`src/tpsls_pkg.sv`:
```
// Shared types, constants and the task ordering compare for the
// two-processor load scheduler. No dependencies.
`timescale 1ns / 1ps
package tpsls_pkg;

    localparam int DEF_MAX_TASKS = 16;
    localparam int DEF_TIME_BITS = 16;
    localparam int IN_TIME_W     = 16;
    localparam int OUT_TIME_W    = 22;
    localparam int OUT_NUM_W     = 5;

    // previous processor codes
    localparam logic [1:0] PREV_NONE = 2'd0;
    localparam logic [1:0] PREV_P1   = 2'd1;
    localparam logic [1:0] PREV_P2   = 2'd2;

    typedef struct packed {
        logic                 processor;
        logic [IN_TIME_W-1:0] load_time;
        logic [IN_TIME_W-1:0] run_time;
        logic                 last_task;
    } t_task;

    typedef struct packed {
        logic                  sched_processor;
        logic [OUT_NUM_W-1:0]  task_number;
        logic [OUT_TIME_W-1:0] finish_time;
        logic [OUT_TIME_W-1:0] makespan;
        logic                  overflow;
        logic                  last_result;
    } t_result;

    // true when task a strictly precedes task b on run, then load
    function automatic logic goes_before(logic [31:0] a_run, logic [31:0] a_load,
                                         logic [31:0] b_run, logic [31:0] b_load);
        goes_before = (a_run > b_run) || ((a_run == b_run) && (a_load > b_load));
    endfunction

endpackage

```
`src/two_processor_server_load_scheduler_top.sv`:
```
// Top level of the two-processor load scheduler: control sequencer,
// per-processor task RAMs and result register. Uses tpsls_pkg,
// tpsls_ram and tpsls_pick.
//
//  channel | ports                     | transfer
//  --------+---------------------------+----------------------------------
//  task in | start, busy, i_task       | edge with start high, busy low
//  result  | o_valid, o_result         | each cycle with o_valid high
//
// Insertion: a task is inserted into its processor's sorted RAM by walking
// down from the tail, one read-compare-shift per cycle. A task into an
// empty list is written, and a task for a full list is dropped, at the
// accepting edge with no walk. After the last task the schedule drains one
// result at a time: head read (S_SRD), then pick (S_SCALC). Reset clears
// state, counts, indices, times and flags only; RAM contents are only used
// below the counts. Results cannot be held off; busy stays high until the
// final result is issued.
`timescale 1ns / 1ps
module two_processor_server_load_scheduler_top #(
    parameter int MAX_TASKS = tpsls_pkg::DEF_MAX_TASKS,
    parameter int TIME_BITS = tpsls_pkg::DEF_TIME_BITS
) (
    input  logic               i_clk,
    input  logic               i_rst_n,
    input  logic               start,
    output logic               busy,
    input  tpsls_pkg::t_task   i_task,
    output logic               o_valid,
    output tpsls_pkg::t_result o_result
);
    localparam int TB = TIME_BITS;
    localparam int CW = $clog2(MAX_TASKS + 1);
    localparam int AW = $clog2(MAX_TASKS);
    localparam int NW = CW;
    localparam int EW = NW + 2 * TB;
    localparam int TW = TB + $clog2(MAX_TASKS) + 2;

    localparam logic [2:0] S_IDLE = 3'd0;
    localparam logic [2:0] S_CMP  = 3'd1;
    localparam logic [2:0] S_PUT  = 3'd2;
    localparam logic [2:0] S_SRD  = 3'd3;
    localparam logic [2:0] S_SCALC = 3'd4;

    logic [2:0]    r_state, n_state;
    logic [TB-1:0] r_kload, n_kload, r_krun, n_krun;
    logic          r_proc, n_proc, r_last, n_last;
    logic [CW-1:0] r_j, n_j, r_cnt1, n_cnt1, r_cnt2, n_cnt2, r_i1, n_i1, r_i2, n_i2;
    logic [TW-1:0] r_loader, n_loader, r_free1, n_free1, r_free2, n_free2;
    logic [TW-1:0] r_long, n_long;
    logic [1:0]    r_prev, n_prev;
    logic          r_drop, n_drop;
    logic          r_valid, n_valid;
    tpsls_pkg::t_result r_out, n_out;

    logic          we, wproc;
    logic [AW-1:0] waddr, raddr_c, raddr1, raddr2;
    logic [EW-1:0] wdata, rd1, rd2, rd_s;
    logic [CW-1:0] in_cnt, cur_cnt;
    logic [NW-1:0] key_num;
    logic [EW-1:0] key;
    logic          sel;
    logic [NW-1:0] p_num;
    logic [TW-1:0] p_loader, p_fin, fin_max;
    logic          final_pick;

    tpsls_ram #(.W(EW), .D(MAX_TASKS)) u_ram1 (
        .i_clk(i_clk), .i_we(we && !wproc), .i_waddr(waddr), .i_wdata(wdata),
        .i_raddr(raddr1), .o_rdata(rd1)
    );
    tpsls_ram #(.W(EW), .D(MAX_TASKS)) u_ram2 (
        .i_clk(i_clk), .i_we(we && wproc), .i_waddr(waddr), .i_wdata(wdata),
        .i_raddr(raddr2), .o_rdata(rd2)
    );

    tpsls_pick #(.TB(TB), .TW(TW), .NW(NW)) u_pick (
        .i_e1(rd1), .i_e2(rd2), .i_has1(r_i1 < r_cnt1), .i_has2(r_i2 < r_cnt2),
        .i_prev(r_prev), .i_loader(r_loader), .i_free1(r_free1), .i_free2(r_free2),
        .o_sel(sel), .o_num(p_num), .o_loader(p_loader), .o_fin(p_fin)
    );

    assign busy     = (r_state != S_IDLE);
    assign o_valid  = r_valid;
    assign o_result = r_out;

    assign in_cnt  = i_task.processor ? r_cnt2 : r_cnt1;
    assign cur_cnt = r_proc ? r_cnt2 : r_cnt1;
    assign key_num = NW'(cur_cnt + CW'(1));
    assign key     = {key_num, r_krun, r_kload};
    assign rd_s    = r_proc ? rd2 : rd1;
    assign raddr1  = (r_state == S_SRD) ? r_i1[AW-1:0] : raddr_c;
    assign raddr2  = (r_state == S_SRD) ? r_i2[AW-1:0] : raddr_c;
    assign fin_max = (p_fin > r_long) ? p_fin : r_long;
    assign final_pick = ({1'b0, r_i1} + {1'b0, r_i2} + (CW+1)'(1))
                        == ({1'b0, r_cnt1} + {1'b0, r_cnt2});

    always_comb begin
        n_state = r_state;   n_kload = r_kload;   n_krun = r_krun;
        n_proc = r_proc;     n_last = r_last;     n_j = r_j;
        n_cnt1 = r_cnt1;     n_cnt2 = r_cnt2;     n_i1 = r_i1;   n_i2 = r_i2;
        n_loader = r_loader; n_free1 = r_free1;   n_free2 = r_free2;
        n_long = r_long;     n_prev = r_prev;     n_drop = r_drop;
        n_valid = 1'b0;      n_out = r_out;
        we = 1'b0;           wproc = r_proc;      waddr = r_j[AW-1:0];
        wdata = key;         raddr_c = '0;
        case (r_state)
            S_IDLE: begin
                if (start) begin
                    n_proc  = i_task.processor;
                    n_last  = i_task.last_task;
                    n_kload = TB'(i_task.load_time);
                    n_krun  = TB'(i_task.run_time);
                    if (in_cnt == CW'(MAX_TASKS)) begin
                        // drop: store full
                        n_drop  = 1'b1;
                        n_state = i_task.last_task ? S_SRD : S_IDLE;
                    end else if (in_cnt == '0) begin
                        we    = 1'b1;
                        wproc = i_task.processor;
                        waddr = '0;
                        wdata = {NW'(1), TB'(i_task.run_time), TB'(i_task.load_time)};
                        if (i_task.processor) n_cnt2 = CW'(1);
                        else                  n_cnt1 = CW'(1);
                        n_state = i_task.last_task ? S_SRD : S_IDLE;
                    end else begin
                        n_j     = in_cnt;
                        raddr_c = AW'(in_cnt - CW'(1));
                        n_state = S_CMP;
                    end
                end
            end
            S_CMP: begin
                if (tpsls_pkg::goes_before(32'(r_krun), 32'(r_kload),
                                           32'(rd_s[2*TB-1:TB]), 32'(rd_s[TB-1:0]))) begin
                    // shift the entry up one slot and keep walking
                    we    = 1'b1;
                    wdata = rd_s;
                    n_j   = r_j - CW'(1);
                    if (r_j == CW'(1)) begin
                        n_state = S_PUT;
                    end else begin
                        raddr_c = AW'(r_j - CW'(2));
                    end
                end else begin
                    we = 1'b1;
                    if (r_proc) n_cnt2 = r_cnt2 + CW'(1);
                    else        n_cnt1 = r_cnt1 + CW'(1);
                    n_state = r_last ? S_SRD : S_IDLE;
                end
            end
            S_PUT: begin
                we = 1'b1;
                if (r_proc) n_cnt2 = r_cnt2 + CW'(1);
                else        n_cnt1 = r_cnt1 + CW'(1);
                n_state = r_last ? S_SRD : S_IDLE;
            end
            S_SRD: begin
                n_state = S_SCALC;
            end
            S_SCALC: begin
                n_valid = 1'b1;
                n_out.sched_processor = sel;
                n_out.task_number     = tpsls_pkg::OUT_NUM_W'(p_num);
                n_out.finish_time     = tpsls_pkg::OUT_TIME_W'(p_fin);
                n_out.makespan        = tpsls_pkg::OUT_TIME_W'(fin_max);
                n_out.overflow        = r_drop;
                n_out.last_result     = final_pick;
                n_loader = p_loader;
                n_long   = fin_max;
                if (sel) begin
                    n_free2 = p_fin;
                    n_i2    = r_i2 + CW'(1);
                    n_prev  = tpsls_pkg::PREV_P2;
                end else begin
                    n_free1 = p_fin;
                    n_i1    = r_i1 + CW'(1);
                    n_prev  = tpsls_pkg::PREV_P1;
                end
                if (final_pick) begin
                    // end of run: return to reset state
                    n_cnt1 = '0;  n_cnt2 = '0;  n_i1 = '0;  n_i2 = '0;
                    n_loader = '0; n_free1 = '0; n_free2 = '0; n_long = '0;
                    n_prev = tpsls_pkg::PREV_NONE;
                    n_drop = 1'b0;
                    n_state = S_IDLE;
                end else begin
                    n_state = S_SRD;
                end
            end
            default: begin
                n_state = S_IDLE;
            end
        endcase
    end

    always_ff @(posedge i_clk) begin
        if (!i_rst_n) begin
            r_state <= S_IDLE;
            r_cnt1 <= '0; r_cnt2 <= '0; r_i1 <= '0; r_i2 <= '0;
            r_loader <= '0; r_free1 <= '0; r_free2 <= '0; r_long <= '0;
            r_prev <= tpsls_pkg::PREV_NONE;
            r_drop <= 1'b0;
            r_valid <= 1'b0;
        end else begin
            r_state <= n_state;
            r_cnt1 <= n_cnt1; r_cnt2 <= n_cnt2; r_i1 <= n_i1; r_i2 <= n_i2;
            r_loader <= n_loader; r_free1 <= n_free1; r_free2 <= n_free2;
            r_long <= n_long;
            r_prev <= n_prev;
            r_drop <= n_drop;
            r_valid <= n_valid;
        end
    end

    // payload: no reset needed
    always_ff @(posedge i_clk) begin
        r_kload <= n_kload;
        r_krun  <= n_krun;
        r_proc  <= n_proc;
        r_last  <= n_last;
        r_j     <= n_j;
        r_out   <= n_out;
    end
endmodule

```
`src/tpsls_ram.sv`:
```
// Generic single-write, single-read RAM with registered read data.
// No dependencies.
`timescale 1ns / 1ps
module tpsls_ram #(
    parameter int W = 8,
    parameter int D = 16
) (
    input  logic                 i_clk,
    input  logic                 i_we,
    input  logic [$clog2(D)-1:0] i_waddr,
    input  logic [W-1:0]         i_wdata,
    input  logic [$clog2(D)-1:0] i_raddr,
    output logic [W-1:0]         o_rdata
);
    logic [W-1:0] r_mem [D];

    always_ff @(posedge i_clk) begin
        if (i_we) begin
            r_mem[i_waddr] <= i_wdata;
        end
        o_rdata <= r_mem[i_raddr];
    end
endmodule

```
`src/tpsls_pick.sv`:
```
// Schedule step: choose the next processor from the two list heads and
// work out the load start and finish times. Uses tpsls_pkg.
`timescale 1ns / 1ps
module tpsls_pick #(
    parameter int TB = 16,
    parameter int TW = 23,
    parameter int NW = 5
) (
    input  logic [NW+2*TB-1:0] i_e1,
    input  logic [NW+2*TB-1:0] i_e2,
    input  logic               i_has1,
    input  logic               i_has2,
    input  logic [1:0]         i_prev,
    input  logic [TW-1:0]      i_loader,
    input  logic [TW-1:0]      i_free1,
    input  logic [TW-1:0]      i_free2,
    output logic               o_sel,
    output logic [NW-1:0]      o_num,
    output logic [TW-1:0]      o_loader,
    output logic [TW-1:0]      o_fin
);
    logic [TB-1:0]      load1, run1, load2, run2, load_s, run_s;
    logic [TW-1:0]      pfree, start;

    assign load1 = i_e1[TB-1:0];
    assign run1  = i_e1[2*TB-1:TB];
    assign load2 = i_e2[TB-1:0];
    assign run2  = i_e2[2*TB-1:TB];

    always_comb begin
        if (i_prev == tpsls_pkg::PREV_P1) begin
            o_sel = i_has2;
        end else if (i_prev == tpsls_pkg::PREV_P2) begin
            o_sel = !i_has1;
        end else if (i_has1 && i_has2) begin
            // processor 1 wins a full tie
            o_sel = tpsls_pkg::goes_before(32'(run2), 32'(load2), 32'(run1), 32'(load1));
        end else begin
            o_sel = !i_has1;
        end
    end

    assign load_s   = o_sel ? load2 : load1;
    assign run_s    = o_sel ? run2 : run1;
    assign o_num    = o_sel ? i_e2[NW+2*TB-1:2*TB] : i_e1[NW+2*TB-1:2*TB];
    assign pfree    = o_sel ? i_free2 : i_free1;
    assign start    = (i_loader > pfree) ? i_loader : pfree;
    assign o_loader = start + TW'(load_s);
    assign o_fin    = o_loader + TW'(run_s);
endmodule

```
`config.mk`:
```
export PLATFORM = sky130hd
export DESIGN_NAME = two_processor_server_load_scheduler_top
export DESIGN_NICKNAME = d
export VERILOG_FILES = /design/src/tpsls_pkg.sv /design/src/two_processor_server_load_scheduler_top.sv /design/src/tpsls_ram.sv /design/src/tpsls_pick.sv
export SDC_FILE = /design/constraint.sdc
export NUM_CORES = 2
export LEC_CHECK = 0
export ABC_CLOCK_PERIOD_IN_PS = 12600
export BUFFER_PORTS_ARGS = -buffer_cell sky130_fd_sc_hd__buf_4
export CAP_MARGIN = 0
export CORE_MARGIN = 3
export CORE_UTILIZATION = 50
export CTS_BUF_LIST = sky130_fd_sc_hd__clkbuf_16
export DETAILED_ROUTE_END_ITERATION = 16
export PLACE_DENSITY_LB_ADDON = 0.25
export SETUP_SLACK_MARGIN = 0.05
export SYNTH_ARGS = -nofsm -noshare
export SYNTH_HDL_FRONTEND = slang
export SYNTH_SLANG_ARGS = --single-unit
```
`constraint.sdc`:
```
create_clock -name i_clk -period 12.6 [get_ports i_clk]
set_input_delay 2.52 -clock i_clk [delete_from_list [all_inputs] [get_ports i_clk]]
set_output_delay 2.52 -clock i_clk [all_outputs]
set_load 0.02 [all_outputs]
```
; Yosys cells after proc, flatten, opt, wreduce, memory -nomap -nowiden
; Memory sizes are Yosys's and may differ from the RTL's. A register that Yosys moved wholly into a read port is not among the register bits.
; Cells that the tools add are included.
[op_classes]
mux = 87
addsub = 13
n_div = 0
mul = 0
order_cmp = 8
n_eq_ne = 23
shift = 0
bitwise_logic = 0
n_reduce_logical = 25
[ops]
columns = op, n
row1 = 2-to-1 mux 22 bit, 9
row2 = 2-to-1 mux 37 bit, 5
row3 = 2-to-1 mux 5 bit, 24
row4 = one-hot mux 37 bit (2 select lines), 1
row5 = greater-than comparator 16 bit, 4
row6 = adder 22 x 16 -> 22 bit, 2
row7 = greater-than comparator 22 bit, 2
row8 = 2-to-1 mux 4 bit, 11
row9 = one-hot mux 5 bit (4 select lines), 2
row10 = equality test 16 bit, 2
row11 = 2-to-1 mux 16 bit, 2
row12 = "adder 5 x 1 -> 5 bit, second input constant", 5
row13 = "!= test 2 bit, second input constant", 10
row14 = 2-to-1 mux 1 bit, 18
row15 = one-hot mux 3 bit (5 select lines), 1
row16 = 2-to-1 mux 2 bit, 7
row17 = AND reduction 7 bit, 2
row18 = adder 5 x 5 -> 6 bit, 2
row19 = less-than comparator 5 bit, 2
row20 = one-hot mux 5 bit (2 select lines), 1
row21 = 2-to-1 mux 3 bit, 3
row22 = one-hot mux 4 bit (2 select lines), 1
row23 = AND reduction 2 bit, 4
row24 = "adder 6 x 1 -> 6 bit, second input constant", 1
row25 = 25 further kinds, 35
[word_totals]
reg_bits = 206
latch_bits = 0
inputBits = 37
word_cells = 181
rom_bits = 0
mem_bits_rw = 1184
out_inout_bits = 54
mem_count = 2
[memory_table]
columns = name, words, width, read_ports, rd_clocked_by_memory_dff, wr, line_no
row1 = u_ram1.r_mem, 16, 37, 1, 1, 1, tpsls_ram.sv:15  ; logic [W-1:0] r_mem [D];
row2 = u_ram2.r_mem, 16, 37, 1, 1, 1, tpsls_ram.sv:15

; Longest topological paths before layout
[logic_depth]
depth_word = 14
mapped_depth = 53
mapped_depth_nobuf = 47

; Hierarchy
; From an unflattened synthesis, not the netlist that was laid out.
[unflattened]
hier_cells = 3653
hier_area_um2 = 61570.3
[by_module_without_submodules]
columns = module, cells_per_inst, n_inst, seq_area_each_um2, area_each_um2
row1 = tpsls_ram, 963, 2, 18517.8, 22942.0
row2 = two_processor_server_load_scheduler_top, 1173, 1, 5034.8, 11733.8
row3 = tpsls_pick, 554, 1, 0.0, 3952.5

; Least setup slack after synthesis
; No wires, ideal clock.
[synth_timing]
path_type = register to register
from = reg r_cnt2[2]
to = reg r_long[10]
required_time_ns = 12.472
path_buffers = 7
stages_incl_launch_ff = 52
setup_time_ns = 0.128
synth_period_minus_slack_ns = 10.236
arrival_ns = 10.109
slack_ns = 2.364
path_cell_list = dfxtp_1 -> inv_1 -> ha_1 -> a21oi_1 -> o21ai_1 -> a311oi_1 -> o311ai_2 -> o21ai_2 -> buf_4 -> clkbuf_1 -> clkbuf_1 -> mux2i_1 -> ha_1 -> a21oi_1 -> o21ai_1 -> a221oi_1 -> o2111ai_1 -> nand2_1 -> [16 not listed] -> a31oi_1 -> nor2b_1 -> o21ai_0 -> a21oi_1 -> a31oi_1 -> and3b_1 -> or3b_1 -> xnor2_2 -> inv_1 -> ha_1 -> nand4_1 -> nor2_1 -> a32o_1 -> a31oi_1 -> buf_1 -> mux2_2 -> a22oi_1 -> nor2_1
[synth_via]
elab_chain_cells = 13
word_cells_on_any_way = 17
classes_between = 3 x add/sub / 3 x order compare / 1 x eq/ne / 9 x mux / 1 x reduce/logical
[synth_lines]
columns = element, line_no
row1 = "start, declared", two_processor_server_load_scheduler_top.sv:47  ; logic [CW-1:0] r_j, n_j, r_cnt1, n_cnt1, r_cnt2, n_cnt2, r_i1, n_i1, r_i2, n_i2;
row2 = "start signal, assigned", two_processor_server_load_scheduler_top.sv:205  ; r_cnt1 <= n_cnt1; r_cnt2 <= n_cnt2; r_i1 <= n_i1; r_i2 <= n_i2;
row3 = less-than comparator 5 bit (*), two_processor_server_load_scheduler_top.sv:76  ; .i_e1(rd1), .i_e2(rd2), .i_has1(r_i1 < r_cnt1), .i_has2(r_i2 < r_cnt2),
row4 = logical AND 1 bit, tpsls_pick.sv:35  ; end else if (i_has1 && i_has2) begin
row5 = 2-to-1 mux 1 bit, tpsls_pick.sv:35
row6 = 2-to-1 mux 1 bit, tpsls_pick.sv:33  ; end else if (i_prev == tpsls_pkg::PREV_P2) begin
row7 = 2-to-1 mux 1 bit (*), tpsls_pick.sv:31  ; if (i_prev == tpsls_pkg::PREV_P1) begin
row8 = 2-to-1 mux 22 bit, tpsls_pick.sv:46  ; assign pfree = o_sel ? i_free2 : i_free1;
row9 = greater-than comparator 22 bit, tpsls_pick.sv:47  ; assign start = (i_loader > pfree) ? i_loader : pfree;
row10 = 2-to-1 mux 22 bit, tpsls_pick.sv:47
row11 = adder 22 x 16 -> 22 bit, tpsls_pick.sv:48  ; assign o_loader = start + TW'(load_s);
row12 = adder 22 x 16 -> 22 bit (*), tpsls_pick.sv:49  ; assign o_fin = o_loader + TW'(run_s);
row13 = via p_fin[20], two_processor_server_load_scheduler_top.sv:63  ; logic [TW-1:0] p_loader, p_fin, fin_max;
row14 = greater-than comparator 22 bit (*), two_processor_server_load_scheduler_top.sv:92  ; assign fin_max = (p_fin > r_long) ? p_fin : r_long;
row15 = 2-to-1 mux 22 bit (*), two_processor_server_load_scheduler_top.sv:92
row16 = via fin_max[10], two_processor_server_load_scheduler_top.sv:63
row17 = 2-to-1 mux 22 bit (*), two_processor_server_load_scheduler_top.sv:178  ; if (final_pick) begin
row18 = "end signal, assigned", two_processor_server_load_scheduler_top.sv:207  ; r_long <= n_long;
row19 = "end, declared", two_processor_server_load_scheduler_top.sv:49  ; logic [TW-1:0] r_long, n_long;
; The timed path passes the listed nets; every way through them passes the cells marked *.
; A chain may end at the register's enable or synchronous reset.

; Worst setup path after layout
[layout_timing]
from = reg r_cnt2[2]
to = reg r_long[9]
; The elaborated chain is that of the path after synthesis.

==> flow_summary.json <==
{
  "io_pins": 91,
  "maxSlewViolCount": 0,
  "drtIter0Drc": 4358,
  "place_congestion": 0.9336,
  "drc_errors": 0,
  "fin_cells": 6578,
  "crit_slowest_cell": "o21ai_4",
  "dr.pass1.iters": 6,
  "finalSetupViolations": 0,
  "ys_seq_area_frac": 0.6827,
  "slew_headroom": 0.03708,
  "place_ws_ns": 1.637,
  "cts_root_buffer": "clkbuf_16",
  "die_x_um": 357.1,
  "hold_path_depth": 0,
  "holdBufCountCts": 0,
  "rsz0062_at_grt": "no",
  "syn_area_mm2": 0.06163,
  "post_cts_resized": 0,
  "min_path_type": "flop to flop",
  "r2r_cells": 47,
  "yosys.area.top_type": "edfxtp_1",
  "layout_worst_path_cycle_share": 0.8789,
  "numCtsBuffers": 151,
  "grt.total_usage": 0.2563,
  "cts.sink_count": 1464,
  "report.final.hold_viol_count": 0,
  "start_kind": "flop",
  "critPathKind": "flop to flop",
  "synthTopCellsByArea": "edfxtp_1 62%, dfxtp_1 6.1%, nand2_1 5.2%",
  "ant_nets": 0,
  "period_needed_ns": 11.07,
  "rr_endpoint": "r_long[9]",
  "tightest_slew_ns": 1.429,
  "io_buffers": 90,
  "fin_nets": 5038,
  "die-area_mm2": 0.1275,
  "required_ns": 13.18,
  "clockBufferDepth": 3,
  "skew_ns": 0.05644,
  "synth_common_cells": "1275 x edfxtp_1, 859 x nand2_1, 490 x a21oi_1",
  "ys_ff_latch": 1464,
  "synth_cell_types": 81,
  "first_global_vias": 38060,
  "hold_start": "r_drop",
  "worstReg2RegStart": "r_cnt2[2]",
  "synthToLayoutAreaGrowth_pct": 12.10,
  "grt_first_pass_wirelength_um": 244100,
  "regToRegSetupSlack_ns": 1.53,
  "die-height_um": 357.1,
  "cts_tree": "yes",
  "arrival_ns": 11.65,
  "start_util": 0.5050,
  "syn-num-nets": 4975,
  "cts_setup_buffers": 0,
  "whs_endpoint": "o_result[1]",
  "max_freq_mhz": 90.30,
  "crit_path_end_kind": "flop",
  "synth_top_cell_area_share": 0.6213,
  "synth_edf_count": 1275,
  "grt_antenna_before_repair": 1,
  "core_area_mm2": 0.1220,
  "syn-instance-count": 4765,
  "avgViaCountPerCell": 6.068,
  "synth_most_common_cell": "edfxtp_1",
  "setup_ws_ns": 1.526,
  "syn_area_per_cell_um2": 12.93,
  "avgRoutedWirePerCell_um": 25.13,
  "globalRouteOverflowTotal": 0,
  "fin_setup_tns_ns": 0,
  "slowest_delay_ns": 0.61,
  "wl_um": 165300,
  "outcome": "finished clean",
  "dominantRegCellSynth": "edfxtp_1",
  "rows": 128,
  "htree_num_levels": 4,
  "dp_hpwl_um": 91890,
  "synth-async-reset-ratio": 0,
  "cpMostUsedCell": "nor2_1",
  "dp_cells": 6300,
  "maxCapViolations": 0,
  "crit_fanout": 47,
  "grt_max_degree": 186,
  "vias": 39920,
  "clk_latency_ns": 0.77,
  "drive_above_1_share": 0.09855,
  "clk_pin_slew_ns": 0.06,
  "yosys_warnings": 0
}
-- worst max-delay path by stage --
stage                         start    endpoint  cells after the start
after CTS                 r_cnt2[2]   r_long[9]                     47
after global placement    r_cnt2[2]   r_long[9]                     47
final                     r_cnt2[2]   r_long[9]                     47
after global routing      r_cnt2[2]  r_long[15]                     45
after floorplan           r_cnt2[2]  r_long[10]                     51
after detailed placement  r_cnt2[2]   r_long[9]                     47
-- layer usage --
layer  vias up  track usage  part of all wire
met5         -            0                 0
met1     19920       0.3551              0.42
met4         0      0.08267             0.029
li1      17980            -                 -
met2      1749       0.4154              0.47
met3       265      0.04319             0.081
-- cells in the final DEF (no fill, tap or decap), types with 33 or more instances in the layout --
| cell | count |
|---|---|
| clkbuf_16 | 156 |
| nor2_1 | 191 |
| xnor2_1 | 37 |
| o22ai_1 | 75 |
| nand3_1 | 45 |
| a31oi_1 | 81 |
| o21ai_0 | 79 |
| a32oi_1 | 73 |
| ha_1 | 169 |
| inv_1 | 137 |
| a21oi_1 | 490 |
| nand2_1 | 858 |
| edfxtp_1 | 1275 |
| a22oi_1 | 144 |
| a221o_1 | 33 |
| buf_4 | 178 |
| clkinv_1 | 36 |
| mux2i_1 | 294 |
| dfxtp_1 | 189 |
-- flip-flops by register name (all words and copies together) (netlist names), 2 cells and up --
signal	flops
o_result	52
r_cnt1	5
r_cnt2	5
r_free1	22
r_free2	22
r_i1	5
r_i2	5
r_j	5
r_kload	16
r_krun	16
r_loader	22
r_long	22
r_prev	2
r_state	3
u_ram1.o_rdata	37
u_ram1.r_mem	592
u_ram2.o_rdata	37
u_ram2.r_mem	592
-- layout make-up --
type                            count  area, um2
Clock buffer                      156       3904
Timing Repair Buffer              183       1436
Sequential cell                  1464      42070
Inverter                           91      342.8
Antenna cell                        1      2.502
Tap cell                         1625       2033
Clock inverter                    121      679.4
Fill cell                        9750      52960
Multi-Input combinational cell   2937      18610
-- logic make-up (layout without fill, tap and decap cells) --
family | after synthesis | in the layout | synth area share
other | 0 | 1 | 0
flip-flops | 1464 | 1464 | 0.6827
AND/OR/NAND/NOR | 1273 | 1273 | 0.08485
adder cells (fa/ha/maj) | 173 | 173 | 0.03561
XOR/XNOR | 54 | 54 | 0.007918
multiplexers | 322 | 322 | 0.05299
buffers and inverters | 364 | 551 | 0.02233
AO/OA/AOI/OAI | 1115 | 1115 | 0.1136
-- stage by stage --
| stage | cell area, um2 | hold WS (ns) | utilization |
|---|---|---|---|
| after CTS | 69080 | 0.4542 | 0.5660 |
| after detailed placement | 64500 | 0.4402 | 0.5285 |
| after floorplan | 61630 | 0.4019 | - |
| final | 69080 | 0.4399 | 0.5661 |
| after global routing | 69080 | 0.4723 | 0.5660 |
| after global placement | 64500 | 0.4077 | 0.5285 |
-- worst max-delay path, delay by kind of cell, from the launching register on --
family | cells | cell delay (ns)
and+or+nand+nor | 12 | 1.70
DFF | 1 | 0.47
buffers and inverters | 5 | 1.39
AOI/OAI and AO/OA | 22 | 4.78
xor gates and xnor gates | 1 | 0.26
adders and majority gates | 5 | 1.55
muxes | 2 | 0.67
Power is not shown: default switching activity piles up to over one toggle a cycle in this logic, so the estimate is an artifact.
